==> src/rtl/winner_tree_kway_merge_assert.svh <==
// Assertion macros used by the winner tree merge top level.
`ifndef WINNER_TREE_KWAY_MERGE_ASSERT_SVH
`define WINNER_TREE_KWAY_MERGE_ASSERT_SVH

// Same-cycle implication, disabled while reset is held.
`define WTKM_ASSERT_NOW(label, clk, rst_n, ante, cons) \
    label: assert property (@(posedge clk) disable iff (!rst_n) (ante) |-> (cons)) \
        else $error("winner tree merge check failed");

// Next-cycle implication, disabled while reset is held.
`define WTKM_ASSERT_NEXT(label, clk, rst_n, ante, cons) \
    label: assert property (@(posedge clk) disable iff (!rst_n) (ante) |=> (cons)) \
        else $error("winner tree merge check failed");

`endif

==> src/rtl/wtkm_pkg.sv <==
// Package with the shared types and constants of the winner tree merge.
`default_nettype none
package wtkm_pkg;

    localparam int KIND_W   = 2;
    localparam int STREAM_W = 6;

    typedef enum logic [KIND_W-1:0] {
        KIND_LOAD    = 2'd0,
        KIND_START   = 2'd1,
        KIND_ADVANCE = 2'd2
    } t_kind;

    typedef enum logic [2:0] {
        ST_IDLE,
        ST_RD_A,
        ST_RD_B,
        ST_VAL_A,
        ST_VAL_B,
        ST_CMP,
        ST_EMIT_RD,
        ST_EMIT
    } t_state;

    typedef struct packed {
        logic load;
        logic adv_upd;
        logic bld_init;
        logic rd_a;
        logic rd_b;
        logic val_a;
        logic val_b;
        logic cmp;
        logic step_up;
        logic emit_rd;
        logic emit;
    } t_cmd;

    typedef struct packed {
        logic root_ok;
        logic node_root;
    } t_stat;

endpackage
`default_nettype wire

==> src/rtl/wtkm_ram.sv <==
// Generic single-write, single-read RAM with registered read data.
`default_nettype none
module wtkm_ram #(
    parameter int WIDTH = 32,
    parameter int DEPTH = 64,
    localparam int AW = $clog2(DEPTH)
) (
    input  wire logic             i_clk,
    input  wire logic             i_we,
    input  wire logic [AW-1:0]    i_waddr,
    input  wire logic [WIDTH-1:0] i_wdata,
    input  wire logic [AW-1:0]    i_raddr,
    output logic      [WIDTH-1:0] o_rdata
);

    logic [WIDTH-1:0] r_mem [DEPTH];
    logic [WIDTH-1:0] r_rdata;

    always_ff @(posedge i_clk) begin
        if (i_we) begin
            r_mem[i_waddr] <= i_wdata;
        end
        r_rdata <= r_mem[i_raddr];
    end

    assign o_rdata = r_rdata;

endmodule
`default_nettype wire

==> src/rtl/wtkm_ctrl.sv <==
// Controller state machine that sequences node replays and result emission.
`default_nettype none
module wtkm_ctrl (
    input  wire logic                          i_clk,
    input  wire logic                          i_rst_n,
    input  wire logic                          start,
    input  wire logic [wtkm_pkg::KIND_W-1:0]   i_kind,
    input  wtkm_pkg::t_stat                    i_stat,
    output wtkm_pkg::t_cmd                     o_cmd,
    output logic                               o_busy
);
    import wtkm_pkg::*;

    t_state r_state, n_state;
    logic   r_up, n_up;

    always_ff @(posedge i_clk) begin
        if (!i_rst_n) begin
            r_state <= ST_IDLE;
            r_up    <= 1'b0;
        end else begin
            r_state <= n_state;
            r_up    <= n_up;
        end
    end

    always_comb begin
        n_state = r_state;
        n_up    = r_up;
        unique case (r_state)
            ST_IDLE: begin
                if (start) begin
                    unique case (i_kind)
                        KIND_START: begin
                            n_state = ST_RD_A;
                            n_up    = 1'b0;
                        end
                        KIND_ADVANCE: begin
                            // Without a current winner the advance only reports done.
                            n_state = i_stat.root_ok ? ST_RD_A : ST_EMIT_RD;
                            n_up    = 1'b1;
                        end
                        default: n_state = ST_IDLE;
                    endcase
                end
            end
            ST_RD_A:    n_state = ST_RD_B;
            ST_RD_B:    n_state = ST_VAL_A;
            ST_VAL_A:   n_state = ST_VAL_B;
            ST_VAL_B:   n_state = ST_CMP;
            ST_CMP:     n_state = i_stat.node_root ? ST_EMIT_RD : ST_RD_A;
            ST_EMIT_RD: n_state = ST_EMIT;
            ST_EMIT:    n_state = ST_IDLE;
            default:    n_state = ST_IDLE;
        endcase
    end

    always_comb begin
        o_cmd = '0;
        unique case (r_state)
            ST_IDLE: begin
                if (start) begin
                    unique case (i_kind)
                        KIND_LOAD:    o_cmd.load     = 1'b1;
                        KIND_START:   o_cmd.bld_init = 1'b1;
                        KIND_ADVANCE: o_cmd.adv_upd  = i_stat.root_ok;
                        default:      o_cmd.load     = 1'b0;
                    endcase
                end
            end
            ST_RD_A:  o_cmd.rd_a = 1'b1;
            ST_RD_B:  o_cmd.rd_b = 1'b1;
            ST_VAL_A: o_cmd.val_a = 1'b1;
            ST_VAL_B: o_cmd.val_b = 1'b1;
            ST_CMP: begin
                o_cmd.cmp     = 1'b1;
                o_cmd.step_up = r_up;
            end
            ST_EMIT_RD: o_cmd.emit_rd = 1'b1;
            ST_EMIT:    o_cmd.emit    = 1'b1;
            default:    o_cmd = '0;
        endcase
    end

    assign o_busy = (r_state != ST_IDLE);

endmodule
`default_nettype wire

==> src/rtl/wtkm_dp.sv <==
// Datapath: leaf storage, tree node memory, shared comparator and result register.
`default_nettype none
module wtkm_dp #(
    parameter int NUM_STREAMS = 64,
    parameter int DATA_WIDTH  = 32
) (
    input  wire logic                                 i_clk,
    input  wire logic                                 i_rst_n,
    input  wtkm_pkg::t_cmd                            i_cmd,
    input  wire logic [wtkm_pkg::STREAM_W-1:0]        i_stream,
    input  wire logic signed [DATA_WIDTH-1:0]         i_value,
    input  wire logic                                 i_last_of_stream,
    output wtkm_pkg::t_stat                           o_stat,
    output logic                                      o_valid,
    output logic signed [DATA_WIDTH-1:0]              o_winner_value,
    output logic [wtkm_pkg::STREAM_W-1:0]             o_winner_stream,
    output logic                                      o_done_res
);
    import wtkm_pkg::*;

    localparam int LOG_P = $clog2(NUM_STREAMS);
    localparam int P     = 1 << LOG_P;
    localparam int IDW   = $clog2(NUM_STREAMS + 1);
    localparam logic [IDW-1:0] NONE_ID = IDW'(NUM_STREAMS);

    // Leaf flags; bits at or above NUM_STREAMS are never set.
    logic [P-1:0]                r_valid;
    logic [P-1:0]                r_last;
    logic [P-1:0]                r_nvalid;
    logic [LOG_P-1:0]            r_node;
    logic [IDW-1:0]              r_a;
    logic [IDW-1:0]              r_b;
    logic [IDW-1:0]              r_root;
    logic                        r_nv_q;
    logic signed [DATA_WIDTH-1:0] r_va;
    logic                        r_o_valid;
    logic signed [DATA_WIDTH-1:0] r_o_value;
    logic [STREAM_W-1:0]         r_o_stream;
    logic                        r_o_done;

    logic [LOG_P-1:0]            ld_addr;
    logic                        ld_ok;
    logic [LOG_P-1:0]            root_lp;
    logic                        root_ok;
    logic [LOG_P:0]              leaf_c;
    logic                        leaf_level;
    logic [LOG_P-1:0]            nram_raddr;
    logic [IDW-1:0]              nram_rdata;
    logic [IDW-1:0]              ch_raw;
    logic [IDW-1:0]              ch_id;
    logic                        vram_we;
    logic [LOG_P-1:0]            vram_waddr;
    logic [LOG_P-1:0]            vram_raddr;
    logic signed [DATA_WIDTH-1:0] vdata;
    logic                        take_b;
    logic [IDW-1:0]              win;

    function automatic logic id_ok(input logic [IDW-1:0] id, input logic [P-1:0] vld);
        return (32'(id) < NUM_STREAMS) && vld[id[LOG_P-1:0]];
    endfunction

    assign ld_addr    = LOG_P'(i_stream);
    assign ld_ok      = (32'(i_stream) < NUM_STREAMS);
    assign root_lp    = r_root[LOG_P-1:0];
    assign root_ok    = id_ok(r_root, r_valid);
    assign leaf_c     = {1'b1, root_lp};
    assign leaf_level = r_node[LOG_P-1];

    // Children of node i sit at 2i and 2i+1; the low bit picks child b.
    assign nram_raddr = LOG_P'({r_node, i_cmd.rd_b});

    // A child is a leaf on the lowest level, otherwise the winner stored for it.
    always_comb begin
        if (leaf_level) begin
            ch_raw = IDW'(LOG_P'({r_node, i_cmd.val_a}));
        end else begin
            ch_raw = r_nv_q ? nram_rdata : NONE_ID;
        end
        ch_id = id_ok(ch_raw, r_valid) ? ch_raw : NONE_ID;
    end

    assign vram_we    = (i_cmd.load && ld_ok) || (i_cmd.adv_upd && !r_last[root_lp]);
    assign vram_waddr = i_cmd.load ? ld_addr : root_lp;

    always_comb begin
        if (i_cmd.val_a) begin
            vram_raddr = r_a[LOG_P-1:0];
        end else if (i_cmd.val_b) begin
            vram_raddr = r_b[LOG_P-1:0];
        end else begin
            vram_raddr = root_lp;
        end
    end

    // An empty side always loses; on equal values the lower stream (side a) wins.
    assign take_b = (r_a == NONE_ID) || ((r_b != NONE_ID) && (vdata > r_va));
    assign win    = take_b ? r_b : r_a;

    wtkm_ram #(
        .WIDTH (DATA_WIDTH),
        .DEPTH (NUM_STREAMS)
    ) u_val_ram (
        .i_clk   (i_clk),
        .i_we    (vram_we),
        .i_waddr (vram_waddr),
        .i_wdata (i_value),
        .i_raddr (vram_raddr),
        .o_rdata (vdata)
    );

    wtkm_ram #(
        .WIDTH (IDW),
        .DEPTH (P)
    ) u_node_ram (
        .i_clk   (i_clk),
        .i_we    (i_cmd.cmp),
        .i_waddr (r_node),
        .i_wdata (win),
        .i_raddr (nram_raddr),
        .o_rdata (nram_rdata)
    );

    always_ff @(posedge i_clk) begin
        if (!i_rst_n) begin
            r_valid   <= '0;
            r_last    <= '0;
            r_nvalid  <= '0;
            r_root    <= NONE_ID;
            r_o_valid <= 1'b0;
        end else begin
            r_o_valid <= i_cmd.emit;
            if (i_cmd.load && ld_ok) begin
                r_valid[ld_addr] <= 1'b1;
                r_last[ld_addr]  <= i_last_of_stream;
            end
            if (i_cmd.adv_upd) begin
                if (r_last[root_lp]) begin
                    r_valid[root_lp] <= 1'b0;
                end else begin
                    r_last[root_lp] <= i_last_of_stream;
                end
            end
            if (i_cmd.cmp) begin
                r_nvalid[r_node] <= 1'b1;
                if (r_node == LOG_P'(1)) begin
                    r_root <= win;
                end
            end
        end
    end

    always_ff @(posedge i_clk) begin
        if (i_cmd.bld_init) begin
            r_node <= '1;
        end else if (i_cmd.adv_upd) begin
            r_node <= leaf_c[LOG_P:1];
        end else if (i_cmd.cmp) begin
            r_node <= i_cmd.step_up ? (r_node >> 1) : (r_node - 1'b1);
        end
        if (i_cmd.rd_a || i_cmd.rd_b) begin
            r_nv_q <= r_nvalid[nram_raddr];
        end
        if (i_cmd.rd_b) begin
            r_a <= ch_id;
        end
        if (i_cmd.val_a) begin
            r_b <= ch_id;
        end
        if (i_cmd.val_b) begin
            r_va <= vdata;
        end
        if (i_cmd.emit) begin
            r_o_value  <= root_ok ? vdata : '0;
            r_o_stream <= root_ok ? STREAM_W'(r_root) : '0;
            r_o_done   <= !root_ok;
        end
    end

    assign o_stat.root_ok   = root_ok;
    assign o_stat.node_root = (r_node == LOG_P'(1));
    assign o_valid          = r_o_valid;
    assign o_winner_value   = r_o_value;
    assign o_winner_stream  = r_o_stream;
    assign o_done_res       = r_o_done;

endmodule
`default_nettype wire

==> src/rtl/winner_tree_kway_merge.sv <==
// Top level of the winner tree k-way merge: controller, datapath and checks.
//
// Commands enter on start/busy: a transaction is taken at a rising edge with start
// high and busy low, carrying i_kind, i_stream, i_value and i_last_of_stream.
// A load writes one stream head in the accepting cycle; busy stays low, so loads
// may follow back to back, and no result is produced.
// A start rebuilds every node of the tree, bottom up; an advance replaces the
// current winner's head (or retires that stream) and replays only its path.
// Each node is replayed on the single comparator in turn: two node memory reads,
// two leaf value memory reads, then compare and write back.
// With L tree levels (L = clog2(NUM_STREAMS)), a start replays all 2**L-1 nodes
// and an advance replays the L nodes on the path of the current winner;
// an advance with no current winner replays no node and only emits a done result.
// The result transaction shows on o_valid for one cycle right after busy falls,
// the same cycle in which the next command may already be taken.
// Results cannot be stalled. Reset empties all streams and the tree.
`default_nettype none
`include "winner_tree_kway_merge_assert.svh"
module winner_tree_kway_merge #(
    parameter int NUM_STREAMS = 64,
    parameter int DATA_WIDTH  = 32
) (
    input  wire logic                             i_clk,
    input  wire logic                             i_rst_n,
    input  wire logic                             start,
    output logic                                  busy,
    input  wire logic [wtkm_pkg::KIND_W-1:0]      i_kind,
    input  wire logic [wtkm_pkg::STREAM_W-1:0]    i_stream,
    input  wire logic signed [DATA_WIDTH-1:0]     i_value,
    input  wire logic                             i_last_of_stream,
    output logic                                  o_valid,
    output logic signed [DATA_WIDTH-1:0]          o_winner_value,
    output logic [wtkm_pkg::STREAM_W-1:0]         o_winner_stream,
    output logic                                  o_done_res
);
    import wtkm_pkg::*;

    t_cmd  cmd;
    t_stat stat;

    wtkm_ctrl u_ctrl (
        .i_clk   (i_clk),
        .i_rst_n (i_rst_n),
        .start   (start),
        .i_kind  (i_kind),
        .i_stat  (stat),
        .o_cmd   (cmd),
        .o_busy  (busy)
    );

    wtkm_dp #(
        .NUM_STREAMS (NUM_STREAMS),
        .DATA_WIDTH  (DATA_WIDTH)
    ) u_dp (
        .i_clk            (i_clk),
        .i_rst_n          (i_rst_n),
        .i_cmd            (cmd),
        .i_stream         (i_stream),
        .i_value          (i_value),
        .i_last_of_stream (i_last_of_stream),
        .o_stat           (stat),
        .o_valid          (o_valid),
        .o_winner_value   (o_winner_value),
        .o_winner_stream  (o_winner_stream),
        .o_done_res       (o_done_res)
    );

    // A result only follows a command that kept the block busy.
    `WTKM_ASSERT_NOW(a_result_after_busy, i_clk, i_rst_n, o_valid, $past(busy))
    // A done result carries no winner.
    `WTKM_ASSERT_NOW(a_done_is_empty, i_clk, i_rst_n, o_valid && o_done_res, (o_winner_value == '0) && (o_winner_stream == '0))
    // Start and advance always occupy the sequencer.
    `WTKM_ASSERT_NEXT(a_cmd_goes_busy, i_clk, i_rst_n, start && !busy && (i_kind == KIND_START || i_kind == KIND_ADVANCE), busy)
    // A load completes in its accepting cycle and produces no result.
    `WTKM_ASSERT_NEXT(a_load_no_busy, i_clk, i_rst_n, start && !busy && (i_kind == KIND_LOAD), !busy && !o_valid)

endmodule
`default_nettype wire

==> config.mk <==
export PLATFORM = sky130hd
export DESIGN_NAME = winner_tree_kway_merge
export DESIGN_NICKNAME = d
export VERILOG_FILES = /design/src/rtl/wtkm_pkg.sv /design/src/rtl/wtkm_ram.sv /design/src/rtl/wtkm_ctrl.sv /design/src/rtl/wtkm_dp.sv /design/src/rtl/winner_tree_kway_merge.sv
export VERILOG_INCLUDE_DIRS = /design/src /design/src/rtl
export SDC_FILE = /design/constraint.sdc
export NUM_CORES = 2
export LEC_CHECK = 0
export BUFFER_PORTS_ARGS = -buffer_cell sky130_fd_sc_hd__buf_4
export CAP_MARGIN = 25
export CORE_MARGIN = 5
export CORE_UTILIZATION = 30
export CTS_CLUSTER_SIZE = 10
export DETAILED_ROUTE_END_ITERATION = 10
export PLACE_DENSITY = 0.5
export RECOVER_POWER = 100
export SLEW_MARGIN = 25
export SYNTH_ARGS = -nofsm -noshare
export SYNTH_HDL_FRONTEND = slang
export SYNTH_SLANG_ARGS = --single-unit
==> constraint.sdc <==
create_clock -name i_clk -period 14.2 [get_ports i_clk]
set_clock_uncertainty 0.2 [all_clocks]
set_input_delay 0.71 -clock i_clk [delete_from_list [all_inputs] [get_ports i_clk]]
set_output_delay 0.71 -clock i_clk [all_outputs]
set_load 0.01 [all_outputs]
**Yosys cells after proc, flatten, opt, wreduce, memory -nomap -nowiden**

Memories as Yosys holds them, arrays and structs flattened. A register that Yosys moved wholly into a read port is not among the register bits.
Index checks and enable logic that the tools add are counted.

- Register bits: 296
- Bits in writable memories: 2,496
- Input bits: 44
- Output and inout bits: 41
- Word-level logic and storage cells: 122
- Memories kept: 2

- Add/subtract/negate cells: 1
- Order comparisons: 11
- Equal/unequal tests: 13
- Muxes and demuxes: 55
- Bitwise logic cells: 4
- Reductions and logical operators: 20

Memories:

| name | depth | width | read ports | clocked after memory_dff | wr ports | RTL line | source |
|---|---|---|---|---|---|---|---|
| u_dp.u_val_ram.r_mem | 64 | 32 | 1 | 1 | 1 | wtkm_ram.sv:16 | `logic [WIDTH-1:0] r_mem [DEPTH];` |
| u_dp.u_node_ram.r_mem | 64 | 7 | 1 | 1 | 1 | wtkm_ram.sv:16 |  |

Operators by type and width:

| operator | number |
|---|---|
| $mux W64 | 8 |
| $bwmux W64 | 2 |
| $or A64 B64 Y64 | 2 |
| $and A64 B64 Y64 | 1 |
| $not A64 Y64 | 1 |
| $lt A6 B7 Y1 const B | 5 |
| $gt A32 B32 Y1 | 1 |
| $mux W7 | 4 |
| $bmux W1 S6 | 4 |
| $mux W6 | 4 |
| $pmux W3 S8 | 1 |
| $mux W1 | 19 |
| $demux W1 S6 | 3 |
| $ge A6 B1 Y1 const B | 3 |
| $mux W3 | 5 |
| $lt A7 B7 Y1 const B | 2 |
| $eq A3 B3 Y1 const B | 4 |
| $mux W5 | 2 |
| $eq A7 B7 Y1 const B | 1 |
| $logic_and A1 B1 Y1 | 7 |
| $ne A7 B7 Y1 const B | 1 |
| $eq A3 B2 Y1 const B | 2 |
| $eq A6 B1 Y1 const B | 1 |
| $pmux W3 S2 | 1 |
| 16 further kinds | 20 |

**Logic depth before layout (Yosys ltp)**

- Word-level depth: 11
- Depth in mapped cells: 16
- Mapped depth without buffers: 10

**Hierarchy**

From an unflattened synthesis, not the netlist that was laid out.

- Cell total of the unflattened synthesis: 5,697
- Area, all modules: 111,572.0 µm²

By module, submodules not included:

| module | times used | cells an instance | area each (µm²) | sequential area each (µm²) |
|---|---|---|---|---|
| wtkm_ram (u_dp.u_val_ram) | 1 | 3,324 | 78,515.3 | 62,139.6 |
| wtkm_ram (u_dp.u_node_ram) | 1 | 827 | 17,635.7 | 13,593.0 |
| wtkm_dp | 1 | 1,500 | 15,031.9 | 6,706.4 |
| wtkm_ctrl | 1 | 46 | 389.1 | 80.1 |

**Worst setup path after synthesis**

Ideal clock, no wire load.

- Path kind: reg-to-reg
- From: register u_dp.r_root[1]
- To: memory u_dp.u_val_ram.r_mem[40][0], enable pin
- Setup time: 0.461 ns
- Arrival time: 5.109 ns
- Data required time: 13.539 ns
- Setup slack: 8.430 ns
- Cell stages (with the launch flop): 12
- Buffers on the path: 3
- Period minus slack after synthesis: 5.770 ns
- Cells stage by stage: dfxtp_1 -> buf_6 -> mux4_2 -> mux2i_1 -> nor2_1 -> or4_1 -> or4_1 -> buf_4 -> nor3_4 -> a31oi_4 -> buf_6 -> nor3_1

- Longest elaborated chain between the ends: 10
- Elaborated cells between the ends (all ways): 15
- Those cells by class: order compare (1); mux (10); reduce/logical (4)

Ends and longest elaborated chain:

| item | RTL line | source |
|---|---|---|
| start, declared | wtkm_dp.sv:33 | `logic [IDW-1:0] r_root;` |
| start signal, assigned | wtkm_dp.sv:146 | `r_root <= win;` |
| $bmux W1 S6 | wtkm_dp.sv:59 | `return (32'(id) < NUM_STREAMS) && vld[id[LOG_P-1:0]];` |
| $mux W1 (implied by the code) | wtkm_dp.sv:59 |  |
| $logic_and A1 B1 Y1 | wtkm_dp.sv:59 |  |
| $mux W1 | wtkm_ctrl.sv:63 | `unique case (i_kind)` |
| $mux W3 | wtkm_ctrl.sv:62 | `if (start) begin` |
| $mux W3 | wtkm_ctrl.sv:60 | `unique case (r_state)` |
| $logic_and A1 B1 Y1 | wtkm_dp.sv:82 | `assign vram_we = (i_cmd.load && ld_ok) \|\| (i_cmd.adv_upd && !r_last[root_lp]);` |
| $logic_or A1 B1 Y1 | wtkm_dp.sv:82 |  |
| $mux W1 | wtkm_ram.sv:20 | `if (i_we) begin` |
| $mux W1 (implied by the code) | wtkm_ram.sv:21 | `r_mem[i_waddr] <= i_wdata;` |
| end, declared | wtkm_ram.sv:16 |  |

Parallel ways exist; a longest one is shown, timed or not. The select of a mux whose other input is x is not followed.

**Worst setup path after layout**

- From: register u_dp.r_root[2]
- To: memory u_dp.u_val_ram.r_mem[49][28], enable pin

Same word-level chain as after synthesis.

==> metrics.cfg <==
[power_and_ir_drop]
power.density_nw_per_um2 = 145.7
power.total_uw = 18830
leakage_uw = 0.04242
ir_drop_v = 0.00009954

[floorplanning]
die_area_um2 = 389800
core-area_um2 = 375800
ios = 85
fp-row-count = 225
fp.dieW_um = 624.4
initial_core_util = 0.3013
die_h_um = 624.4

[clock_tree]
ctsHoldBuffers = 3
cts_setup_buffers = 0
clockRootBuffer = clkbuf_16
cts_resized = 0
clkTransAtPathRegs_ns = 0.06
tritoncts = built
numCtsBuffers = 329
clock-sinks = 2831
worstSkewPairLatency_ns = 0.94
htree_levels = 5
cts_buffer_depth = 4

[sta]
period_needed_ns = 10.14
fin_tns_setup_ns = 0
maxSlewViolCount = 3493
hold_viol_final = 0
rsz0062_at_grt = no
worst_slack_ns = 4.058
setup_viol = 0
min_period_over_period = 0.7142
fmax_mhz = 98.60
slew-limit-headroom = -1.662
worst_slew_pin_slew_ns = 3.993

[setup_path]
crit_fanout = 35
critPathLaunchType = flop
path_common_cell = clkbuf_1
crit_chain = clkbuf_1 > inv_1 > a221oi_1 > a31oi_1 > o21a_1 > or4_1 > nor3_1 > a31oi_1 > clkbuf_1 > nor3_1 > clkbuf_1
required_ns = 14.44
crit_buf_inv = 4
critical-path-slowest-cell = clkbuf_1
max_stage_delay_ns = 1.87
crit_family = buffers and inverters
crit_path_end_kind = flop
arrival_ns = 10.38
crit_type = flop to flop

[synth]
synth_area_per_cell_um2 = 14.17
yosys_warnings = 0
ys_seq_area_frac = 0.7288
syn_inst = 7991
synth_top_area_frac = 0.6848
synth_nets = 8072
yosysUniqueCellTypes = 73
ys_top_cells_by_area = edfxtp_1 (68%), nand2_1 (5.0%), dfxtp_1 (4.4%)
ys_ff_latch = 2831
synthTopCellsByCount = edfxtp_1 (2,582), nand2_1 (1,503), nand3_1 (442)
synthesis.area_um2 = 113200
async_flop_share = 0
synth_edf_count = 2582
synth.largest_area_cell = edfxtp_1
synth.most_common_cell = edfxtp_1
ys.flop_type = edfxtp_1

[finish]
fin_nets = 8173
syn2layout_area_growth_pct = 14.11
drive_above_1_share = 0.09993
instances_no_fill = 13294
nFillCells = 36411
fin_area_um2 = 129200

[worst_hold_path]
hp-class = input pin to flop

[outcome]
violations = antenna violations, max-capacitance violations, max-slew violations
outcome = finished, violations left

[global_route]
use_met1 = 0.2655
antenna_found_initial = 39
grt_pass1_vias = 69742
grt.busiest_layer = met2
grt_overflow_total = 0
grt.met3_usage = 0.03349
grt_pass1_wl_um = 542600
grtUsageTotal = 0.1917
grt.met2_usage = 0.3035
grt_max_degree = 161

[placed_design]
port_buffers = 84
place_ws_ns = 7.896
dpl_cell_area_um2 = 120400
dp.cells = 12751
hpwl_um = 217600
gp_congestion = 0.8902

[route]
vias = 72407
ant_nets = 1
drc = 0
wl_um = 388500
viasPerCell = 5.447
wire_per_inst_um = 29.23
dr.pass1.iters = 7
drt_iter0_markers = 8805

[run]
cap_violations = 72

worst reg2reg max path, cell delays in order, from the launching register on:
cell	delay, ns
dfxtp_1	1.01
clkbuf_1	1.61
inv_1	0.80
a221oi_1	0.49
a31oi_1	0.11
o21a_1	0.29
or4_1	0.81
nor3_1	0.52
a31oi_1	0.19
clkbuf_1	0.87
nor3_1	0.90
clkbuf_1	1.87
where the power goes:
group	switching [uW]	internal, uW	leakage [uW]
Combinational	1220	416	0.0127
Clock	3320	4430	0.00458
Sequential	113	9340	0.0251
Total	4650	14200	0.0424
cells in the final DEF, fill, tap and decap left out, types with 18 or more instances in the layout:
cell type / synthesis / final
a31oi_1: 177 / 175
and2_0: 0 / 31
inv_1: 53 / 55
dfxtp_1: 249 / 245
nor3_2: 21 / 19
clkbuf_16: 0 / 334
ha_1: 37 / 37
o21ai_0: 144 / 142
a21oi_1: 315 / 312
nor2_1: 340 / 329
a211oi_1: 156 / 156
nand2_1: 1503 / 1502
clkbuf_1: 280 / 279
o211ai_1: 24 / 24
mux2i_1: 316 / 314
nor4_1: 20 / 18
o22ai_1: 90 / 88
o2111ai_1: 63 / 58
buf_4: 14 / 160
a211o_1: 19 / 19
a311oi_1: 62 / 62
nand3_1: 442 / 437
or3_1: 20 / 20
a32oi_1: 28 / 28
mux4_2: 168 / 168
edfxtp_1: 2582 / 2582
and3_1: 186 / 186
nor3_1: 84 / 79
nand4_1: 62 / 62
path summary, 6_finish.rpt:
check,startpoint,cells past startpoint,to,slack [ns]
worst max-delay path,u_dp.r_root[2]$_SDFFE_PN0P_,11,u_dp.u_val_ram.r_mem[49][28]$_DFFE_PP_,4.06
worst min-delay path,i_stream[4],4,u_dp.r_valid[7]$_SDFF_PN0_,0.07
worst max register to register,u_dp.r_root[2]$_SDFFE_PN0P_,11,u_dp.u_val_ram.r_mem[49][28]$_DFFE_PP_,4.06
worst min register to register,u_dp.r_last[29]$_SDFF_PN0_,2,u_dp.r_last[29]$_SDFF_PN0_,0.26
cell type report:
type                       instances  area, um2  area share
clock inverter                    31      479.2    0.003709
sequential                      2831      82530      0.6387
multi-input combinational       4569      28650      0.2217
inverter                          56      210.2    0.001627
antenna                           14      35.03   0.0002712
timing repair buffer             305       2016     0.01560
clock buffer                     494       9039     0.06996
tap                             4994       6248     0.04836
cell families after synthesis:
logic type | Yosys count | share of synthesized area
AOI/OAI and AO/OA | 1226 | 0.07187
muxes | 501 | 0.06304
DFF | 2831 | 0.7288
buffers and inverters | 591 | 0.02226
and+or+nand+nor | 2805 | 0.1100
adders and majority gates | 37 | 0.004089
per-layer routing:
metal	up-vias	wire length, um	part of all wire
li1	30678	-	-
met1	37596	163800	0.42
met4	20	14020	0.036
met5	-	128	0.00033
met2	3430	179500	0.46
met3	683	31100	0.080
sequential cells by signal, indices dropped and copies added (netlist names):
| signal | flops |
|---|---|
| u_dp.u_node_ram.r_mem | 448 |
| u_dp.o_winner_value | 32 |
| u_dp.u_val_ram.r_mem | 2048 |
| u_dp.o_winner_stream | 6 |
| u_dp.r_b | 7 |
| u_dp.u_node_ram.o_rdata | 7 |
| u_ctrl.r_state | 3 |
| u_dp.r_nv_q | 1 |
| u_ctrl.r_up | 1 |
| u_dp.r_last | 64 |
| u_dp.r_node | 6 |
| u_dp.r_nvalid | 64 |
| u_dp.o_valid | 1 |
| u_dp.r_valid | 64 |
| u_dp.u_val_ram.o_rdata | 32 |
| u_dp.r_root | 7 |
| u_dp.r_va | 32 |
| u_dp.r_a | 7 |
| u_dp.o_done_res | 1 |
metrics by stage:
stage	hold WS (ns)	utilization
6_report	0.07064	0.3438
5_1_grt	0.06826	0.3437
4_1_cts	0.01041	0.3457
3_5_place_dp	0.2508	0.3203
3_3_place_gp	0.2435	0.3201
2_1_floorplan	0.2082	-
Note: power is estimated with default switching activity, not from simulation.
